--- config.mk ---
export PLATFORM = sky130hd
export DESIGN_NAME = rbp_ctrl
export DESIGN_NICKNAME = d
export VERILOG_FILES = /design/src/hdl/rbp_pkg.sv /design/src/hdl/rbp_ctrl.sv
export SDC_FILE = /design/constraint.sdc
export NUM_CORES = 1
export LEC_CHECK = 0
export BUFFER_PORTS_ARGS = -buffer_cell sky130_fd_sc_hd__buf_2
export CORE_MARGIN = 2
export CORE_UTILIZATION = 55
export CTS_CLUSTER_SIZE = 24
export DETAILED_ROUTE_END_ITERATION = 10
export MAX_ROUTING_LAYER = met4
export PLACE_DENSITY = 0.77
export SLEW_MARGIN = 15
export SYNTH_ARGS = -nofsm -noshare
export SYNTH_HDL_FRONTEND = slang
export SYNTH_SLANG_ARGS = --single-unit
--- constraint.sdc ---
create_clock -name clock -period 3.16 [get_ports clock]
set_clock_uncertainty 0.1 [all_clocks]
set_input_delay 0 -clock clock [delete_from_list [all_inputs] [get_ports clock]]
set_output_delay 0 -clock clock [all_outputs]
set_load 0.03 [all_outputs]
--- src/hdl/rbp_pkg.sv ---
// Package for the ring buffer packetizer: sizes, item kinds, register indexes
// and the memory request type shared by the controller and the ring memory.
// No dependencies.
package rbp_pkg;

   localparam int BUFFER_DEPTH = 2048;
   localparam int PACKET_MAX   = 64;
   localparam int ADDR_W       = $clog2(BUFFER_DEPTH);
   localparam int PTR_W        = ADDR_W + 1;
   localparam int CNT_W        = $clog2(PACKET_MAX + 1);
   localparam int FI_W         = 8;
   localparam int MP_W         = 7;
   localparam int BYTE_W       = 8;

   typedef enum logic [1:0] {
      KIND_WRITE = 2'd0,
      KIND_TICK  = 2'd1,
      KIND_DONE  = 2'd2,
      KIND_NONE  = 2'd3
   } kind_type;

   typedef enum logic {
      CSR_FRAME_INTERVAL = 1'b0,
      CSR_MAX_PACKET     = 1'b1
   } csr_index_type;

   typedef struct packed {
      logic              we;
      logic [ADDR_W-1:0] waddr;
      logic [BYTE_W-1:0] wdata;
      logic              re;
      logic [ADDR_W-1:0] raddr;
   } ring_req_type;

endpackage

--- src/hdl/rbp_ctrl.sv ---
// Packetizer controller: ring indexes, frame tick pacing, packet sizing, ring
// write and read issue into the ring memory and the two-entry result queue.
// Depends on rbp_pkg.
module rbp_ctrl
   import rbp_pkg::*;
(
   input  logic              clock,
   input  logic              reset,
   input  logic              req_valid,
   output logic              req_ready,
   input  logic [1:0]        req_kind,
   input  logic [BYTE_W-1:0] req_data_byte,
   output logic              rsp_valid,
   input  logic              rsp_ready,
   output logic [BYTE_W-1:0] rsp_packet_byte,
   output logic              rsp_packet_end,
   input  logic [FI_W-1:0]   frame_interval,
   input  logic [MP_W-1:0]   max_packet,
   output ring_req_type      ring_req,
   input  logic [BYTE_W-1:0] rd_data
);

   typedef enum logic [2:0] {
      S_IDLE   = 3'b001,
      S_SIZE   = 3'b010,
      S_STREAM = 3'b100
   } state_type;

   typedef struct packed {
      logic [BYTE_W-1:0] data;
      logic              last;
   } entry_type;

   state_type         state_ff, state_in;
   logic [ADDR_W-1:0] wr_ff, wr_in;
   logic [PTR_W-1:0]  rd_ff, rd_in;
   logic [PTR_W-1:0]  pend_ff, pend_in;
   logic              busy_ff, busy_in;
   logic [FI_W-1:0]   tick_ff, tick_in;
   logic [CNT_W-1:0]  cnt_ff, cnt_in;
   logic              infl_ff, infl_in;
   logic              infl_end_ff, infl_end_in;
   entry_type         q_ff [2];
   logic              q_head_ff, q_head_in;
   logic              q_tail_ff, q_tail_in;
   logic [1:0]        q_cnt_ff, q_cnt_in;

   kind_type          kind;
   logic              accept;
   logic              issue;
   logic              push;
   logic              pop;
   logic [PTR_W-1:0]  rd_norm;
   logic [CNT_W-1:0]  lim;

   assign kind      = kind_type'(req_kind);
   assign req_ready = (state_ff == S_IDLE);
   assign accept    = req_valid && req_ready;
   assign push      = infl_ff;
   assign pop       = rsp_valid && rsp_ready;
   assign issue     = (state_ff == S_STREAM) && (cnt_ff != '0) &&
                      ({1'b0, q_cnt_ff} + {2'b00, infl_ff} < 3'd2 + {2'b00, pop});

   assign rd_norm = (rd_ff >= PTR_W'(BUFFER_DEPTH)) ? '0 : rd_ff;

   always_comb begin
      lim = CNT_W'(max_packet);
      if (max_packet == '0) begin
         lim = CNT_W'(1);
      end else if (max_packet > MP_W'(PACKET_MAX)) begin
         lim = CNT_W'(PACKET_MAX);
      end
   end

   always_comb begin
      state_in    = state_ff;
      wr_in       = wr_ff;
      rd_in       = rd_ff;
      pend_in     = pend_ff;
      busy_in     = busy_ff;
      tick_in     = tick_ff;
      cnt_in      = cnt_ff;
      infl_in     = issue;
      infl_end_in = (cnt_ff == CNT_W'(1));
      ring_req    = '0;
      ring_req.waddr = wr_ff;
      ring_req.wdata = req_data_byte;
      ring_req.raddr = rd_ff[ADDR_W-1:0];
      ring_req.re    = issue;

      unique case (state_ff)
         S_IDLE: begin
            if (accept) begin
               unique case (kind)
                  KIND_WRITE: begin
                     ring_req.we = 1'b1;
                     wr_in = (wr_ff == ADDR_W'(BUFFER_DEPTH - 1)) ? '0 : wr_ff + 1'b1;
                  end
                  KIND_TICK: begin
                     if (tick_ff == frame_interval) begin
                        tick_in = '0;
                        if (!busy_ff) begin
                           rd_in = rd_norm;
                           if (rd_norm != {1'b0, wr_ff}) begin
                              pend_in  = (rd_norm > {1'b0, wr_ff}) ?
                                         PTR_W'(BUFFER_DEPTH) - rd_norm :
                                         {1'b0, wr_ff} - rd_norm;
                              busy_in  = 1'b1;
                              state_in = S_SIZE;
                           end
                        end
                     end else begin
                        tick_in = tick_ff + 1'b1;
                     end
                  end
                  KIND_DONE: begin
                     if (busy_ff) begin
                        if (pend_ff == '0) begin
                           busy_in = 1'b0;
                        end else begin
                           state_in = S_SIZE;
                        end
                     end
                  end
                  KIND_NONE: begin
                  end
                  default: begin
                  end
               endcase
            end
         end
         S_SIZE: begin
            cnt_in   = (pend_ff < PTR_W'(lim)) ? pend_ff[CNT_W-1:0] : lim;
            state_in = S_STREAM;
         end
         S_STREAM: begin
            if (issue) begin
               cnt_in  = cnt_ff - 1'b1;
               pend_in = pend_ff - 1'b1;
               rd_in   = rd_ff + 1'b1;
               if (cnt_ff == CNT_W'(1)) begin
                  state_in = S_IDLE;
               end
            end
         end
         default: begin
            state_in = S_IDLE;
         end
      endcase
   end

   always_comb begin
      q_head_in = pop ? ~q_head_ff : q_head_ff;
      q_tail_in = push ? ~q_tail_ff : q_tail_ff;
      q_cnt_in  = q_cnt_ff + {1'b0, push} - {1'b0, pop};
   end

   assign rsp_valid       = (q_cnt_ff != '0);
   assign rsp_packet_byte = q_ff[q_head_ff].data;
   assign rsp_packet_end  = q_ff[q_head_ff].last;

   always_ff @(posedge clock) begin
      if (reset) begin
         state_ff  <= S_IDLE;
         wr_ff     <= '0;
         rd_ff     <= '0;
         pend_ff   <= '0;
         busy_ff   <= 1'b0;
         tick_ff   <= '0;
         cnt_ff    <= '0;
         infl_ff   <= 1'b0;
         q_head_ff <= 1'b0;
         q_tail_ff <= 1'b0;
         q_cnt_ff  <= '0;
      end else begin
         state_ff  <= state_in;
         wr_ff     <= wr_in;
         rd_ff     <= rd_in;
         pend_ff   <= pend_in;
         busy_ff   <= busy_in;
         tick_ff   <= tick_in;
         cnt_ff    <= cnt_in;
         infl_ff   <= infl_in;
         q_head_ff <= q_head_in;
         q_tail_ff <= q_tail_in;
         q_cnt_ff  <= q_cnt_in;
      end
   end

   always_ff @(posedge clock) begin
      infl_end_ff <= infl_end_in;
      if (push) begin
         q_ff[q_tail_ff] <= '{data: rd_data, last: infl_end_ff};
      end
   end

`ifndef SYNTHESIS
   a_no_overflow: assert property (@(posedge clock) disable iff (reset)
      push |-> (q_cnt_ff != 2'd2 || pop))
      else $error("result queue overflow");

   a_no_write_in_packet: assert property (@(posedge clock) disable iff (reset)
      (state_ff != S_IDLE) |-> !ring_req.we)
      else $error("ring write while a packet is in progress");

   a_stream_busy: assert property (@(posedge clock) disable iff (reset)
      (state_ff == S_STREAM) |-> (busy_ff && pend_ff >= PTR_W'(cnt_ff)))
      else $error("packet streams beyond the pending run");

   a_read_in_range: assert property (@(posedge clock) disable iff (reset)
      issue |-> (rd_ff < PTR_W'(BUFFER_DEPTH)))
      else $error("ring read past the end");

   a_end_closes: assert property (@(posedge clock) disable iff (reset)
      (issue && cnt_ff == CNT_W'(1)) |=> (state_ff == S_IDLE && infl_end_ff))
      else $error("last byte of packet not flagged");
`endif

endmodule

==> qor.yml, run 1 <==
status: "complete, no violations"
worstSetupPathType: "flop to flop"
slew_headroom_pct: 45.3
min_period_ps: 2970
slew_viol_final: 0
wire_per_inst_um: 17.4
cts.repair.resized: 0
synth_ff_type: "dfxtp_1"
path_buf_inv: 1
via_count: 5217
worstPathMaxFanout: 20
setup_viol: 0
cts_tree: "built"
final_common_cell: "buf_2"
p_per_area_nw_per_um2: 321
fp-row-count: 36
synth-seq-area-share_pct: 32.0
max_freq_ghz: 0.337
end_kind: "flop"
drtPass1Iterations: 5
nets: 781
async_flop_share_pct: 0
crit_path_max_incr_delay_ps: 450
overflow: 0
clk-insertion-delay-late_ps: 370
clk_pin_slew_ps: 90
finalCritPeriodShare_pct: 93.8
max_cap_viol_count: 0
syn_nets: 720
first_global_vias: 4846
drive_gt1_share_pct: 18.0
hold_class: "primary input to flop"
dp_cells: 817
final_core_utilization_pct: 63.8
ys_ff_latch: 79
die_y_um: 104
worstSetupStartpointType: "flop"
antenna_found_initial: 0
die_w_um: 104
clock_sinks: 79
clock_tree.root_cell: "clkbuf_8"
synth.distinct_cells: 74
peakVddDrop_uv: 193
die-area_um2: 10800
layout_common_cells: "63 x buf_2, 61 x dfxtp_1, 57 x nor2_1, 42 x a21oi_1, 37 x o21ai_0"
p_leak_nw: 2.44
cts_htree_levels: 3
grt_max_degree: 47
crit_family: "simple AND/OR/NAND/NOR gates"
core-area_um2: 9730
critical_path_arrival_ps: 3160
crit_required_ps: 3360
post-cts-setup-buffer-count: 0
drc: 0
ios: 80
floorplan.initialDensity_pct: 56.5
worstPathCellList: "buf_4, nand2b_1, ha_1, nand3_1, o31ai_1, or3_1, a21o_1, or4_1, a31oi_1"
cts_hold_buf: 18
rsz0062_at_grt: "no"
drt_iter0_markers: 261
hpwlAfterDp_um: 10900
io_buffer_count: 63
cts_buffer_depth: 2
finalHoldViolCount: 0
synth-edff-count: 18
drt_wl_total_um: 14800
fin_setup_tns_ps: 0
syn_area_per_cell_um2: 8.43
track_usage_pct: 27.9
worst_pin_slew_ps: 819
yosys_warnings: 0
area_delta_synth_final_pct: 12.9
place.gp.congestion: 0.959
grt_pass1_wl_um: 24100
slowest_stage: "or4_1"
final_cell_count_no_fill: 851
cts_buffers: 9
routed_via_density: 6.13
postRouteAntennaNets: 0
num_antenna_cells: 0
netlist_instances: 652
syn_area_um2: 5500
## cells in the mapped netlist (all sizes together) (16+ instances only)
cell type	count	area, um2
dfxtp	61	1220
nor2	57	214
a21oi	45	236
o21ai	40	200
buf	37	236
nand2	34	130
ha	30	375
inv	23	86.3
nor3	22	115
xnor2	20	175
nand2b	19	119
nand3	19	95.1
edfxtp	18	541
xor2	16	140
## state kept, by name, summed over array words and instances, names as in the netlist, 2 cells and up, named ones only
register	flops
cnt_ff	7
rd_ff	12
state_ff	3
q_cnt_ff	2
q_ff	18
pend_ff	12
tick_ff	8
wr_ff	11
## worst paths after layout
check              startpoint    endpoint  slack [ps]  depth (start not counted)
setup / recovery    rd_ff[11]  pend_ff[8]         190                          9
hold reg to reg   infl_end_ff  q_ff[1][0]         350                          0
hold / removal      rsp_ready   q_head_ff          20                          4
setup reg to reg    rd_ff[11]  pend_ff[8]         190                          9
## worst min-delay path, cell delays in order
cell	delay, ps
buf_2	90
o21a_1	180
xnor2_1	100
nor2_1	80
## cells by family after synthesis
kind of cell               share of synthesized area (%)
and+or+nand+nor                                     23.7
AOI/OAI and AO/OA                                   21.5
DFF                                                 32.0
buffers and inverters                               6.99
xor gates and xnor gates                            5.74
adders and majority gates                           7.19
muxes                                               2.80
## per-layer routing
metal	global-route usage [%]	vias to the layer above	wire length, um
met3	4.39	40	804
li1	-	2521	-
met1	35.6	2475	6460
met4	12.5	0	485
met5	-	-	0
met2	43.9	181	7050
## cell type report
cell class / instances / area (um2)
Clock buffer: 11 / 141
Clock inverter: 5 / 41.3
Fill cell: 881 / 3520
Inverter: 24 / 91.3
Multi-Input combinational cell: 497 / 3350
Sequential cell: 79 / 1760
Tap cell: 133 / 166
Timing Repair Buffer: 102 / 653
## metrics by stage
step / hold WS (ps) / cell area [um2] / total power (W) / worst slack [ps]
2_1_floorplan: -1.13 / 5500 / 0.00122 / 385
3_3_place_gp: -99.8 / 5840 / 0.00125 / 327
3_5_place_dp: -99.8 / 5840 / 0.00126 / 262
4_1_cts: 10.2 / 6210 / 0.00200 / 241
5_1_grt: 39.2 / 6210 / 0.00205 / 41.0
6_report: 19.8 / 6210 / 0.00199 / 195
## where the power goes
| part | leakage [nW] | total [W] | internal, W | switching [W] |
|---|---|---|---|---|
| Combinational | 1.69 | 0.000208 | 0.0000884 | 0.000120 |
| Sequential | 0.658 | 0.00106 | 0.00104 | 0.0000154 |
| Clock | 0.0866 | 0.000726 | 0.000314 | 0.000412 |
| Total | 2.44 | 0.00199 | 0.00144 | 0.000547 |
Power figures use the tool's default switching activity.
==> run 2: changes to the inputs <==
--- a/config.mk
+++ b/config.mk
@@ -8,6 +8,7 @@
 export BUFFER_PORTS_ARGS = -buffer_cell sky130_fd_sc_hd__buf_2
 export CORE_MARGIN = 2
 export CORE_UTILIZATION = 55
+export CTS_BUF_LIST = sky130_fd_sc_hd__clkbuf_4 sky130_fd_sc_hd__clkbuf_8 sky130_fd_sc_hd__clkbuf_16
 export CTS_CLUSTER_SIZE = 24
 export DETAILED_ROUTE_END_ITERATION = 10
 export MAX_ROUTING_LAYER = met4
==> run 2 against run 1 <==
Compared with the run above: via count decreased by 0.75%; global-route usage rose by 0.059 points; sequential share of layout area about the same; core utilization about the same; flip-flop and latch count did not move; clock power rose by 1%; sequential power about the same; routed wire length rose by 0.14%; non-clock buffer count unchanged; critical path type unchanged.
==> qor.yml, run 2 (synthesis gave the netlist of run 1 again) <==
crit_required_ps: 3350
final_common_cell: "buf_2"
hpwlAfterDp_um: 10900
cts_htree_levels: 3
die_y_um: 104
cts.repair.resized: 0
drt_iter0_markers: 257
area_delta_synth_final_pct: 13.0
timing.rr.end: "pend_ff[8]"
fp-row-count: 36
post-place-ws_ps: 262
min_period_ps: 2950
cts_tree: "built"
drtPass1Iterations: 5
fin_setup_tns_ps: 0
grt_pass1_wl_um: 24100
p_per_area_nw_per_um2: 321
clk-insertion-delay-late_ps: 370
p_leak_nw: 2.44
critical_path_arrival_ps: 3140
slowest_stage: "or4_1"
slew_headroom_pct: 46.2
use_met3_pct: 4.39
largest_reg_flops: 18
overflow: 0
critPathLaunch: "rd_ff[11]"
cts_buffer_depth: 2
postRouteAntennaNets: 0
clock_sinks: 79
worst_pin_slew_ps: 806
regMostFlops: "q_ff"
final_cell_count_no_fill: 851
die_w_um: 104
drt_wl_total_um: 14800
end_kind: "flop"
worstPathMaxFanout: 20
use_met2_pct: 43.6
wire_per_inst_um: 17.4
peakVddDrop_uv: 195
antenna_found_initial: 0
drc: 0
finalWorstSetupSlack_ps: 214
grt_max_degree: 47
ios: 80
met1_usage_pct: 35.5
reg2reg_slack_ps: 210
path_buf_inv: 1
finalHoldViolCount: 0
slew_viol_final: 0
endpoint: "pend_ff[8]"
setup_viol: 0
worstSetupStartpointType: "flop"
routed_via_density: 6.08
place.gp.congestion: 0.959
finalCritPeriodShare_pct: 93.2
reg_top3: "q_ff: 18 flops, pend_ff: 12 flops, rd_ff: 12 flops"
io_buffer_count: 63
clock_tree.root_cell: "clkbuf_8"
hold_class: "primary input to flop"
crit_path_max_incr_delay_ps: 450
max_cap_viol_count: 0
first_global_vias: 4864
reg2reg_depth: 9
cp_num_cells: 9
r2r_start: "rd_ff[11]"
worstSetupPathType: "flop to flop"
floorplan.initialDensity_pct: 56.5
nets: 781
layout_common_cells: "63 x buf_2, 61 x dfxtp_1, 57 x nor2_1, 42 x a21oi_1, 37 x o21ai_0"
dp_cells: 817
status: "complete, no violations"
worstPathCellList: "buf_4, nand2b_1, ha_1, nand3_1, o31ai_1, or3_1, a21o_1, or4_1, a31oi_1"
clk_pin_slew_ps: 90
cts_buffers: 9
die-area_um2: 10800
core-area_um2: 9730
drive_gt1_share_pct: 18.1
max_freq_ghz: 0.339
track_usage_pct: 28.0
rsz0062_at_grt: "no"
crit_family: "simple AND/OR/NAND/NOR gates"
num_antenna_cells: 0
hold_ws_ps: 23.2
p_total_w: 0.00200
via_count: 5178
busiest_layer: "met2"
-- run 2: through the flow --
step                cell area [um2]  util, %
finish                         6210     63.8
global route                   6210     63.8
CTS                            6210     63.8
detailed placement             5840     60.1
global placement               5840     60.1
floorplan                      5500        -
-- run 2: power by group --
part           leakage [nW]  internal, W  switching (W)
clock                0.0900     0.000323       0.000410
combinational          1.69    0.0000884       0.000120
sequential            0.658      0.00104      0.0000156
-- run 2: per-layer routing --
layer / wire length, um / vias up / part of all wire [%]
li1: - / 2520 / -
met1: 6550 / 2450 / 44
met2: 6970 / 164 / 47
met3: 716 / 44 / 4.8
met4: 586 / 0 / 4.0
met5: 0 / - / 0
-- run 2: how the worst min path moves through the flow --
stage	depth (start not counted)	slack, ps	startpoint	to
2_1_floorplan	0	-1	rd_data[0]	q_ff[0][1]
6_report	4	20	rsp_ready	q_head_ff
5_1_grt	3	40	reset	state_ff[0]
3_3_place_gp	0	-100	req_data_byte[4]	ring_req[16]
3_5_place_dp	0	-100	req_data_byte[4]	ring_req[16]
4_1_cts	4	10	rsp_ready	q_head_ff
-- run 2: timing repair --
item / 4_1_cts / 5_1_grt
hold endpoints to repair: 28 / 0
setup buffers: 0 / 0
hold buffers: 18 / 0
-- run 2: cell type report --
type                    count  area (um2)
clock buffers              11         145
clock inverters             5        41.3
fillers                   881        3520
inverters                  24        91.3
multi-input cells         497        3350
flip-flops and latches     79        1760
well taps                 133         166
repair buffers            102         653
-- run 2: worst reg2reg max path: stages (launching register included) --
cell	delay (ps)
dfxtp_1	400
buf_4	260
nand2b_1	170
ha_1	310
nand3_1	210
o31ai_1	120
or3_1	350
a21o_1	330
or4_1	460
a31oi_1	160
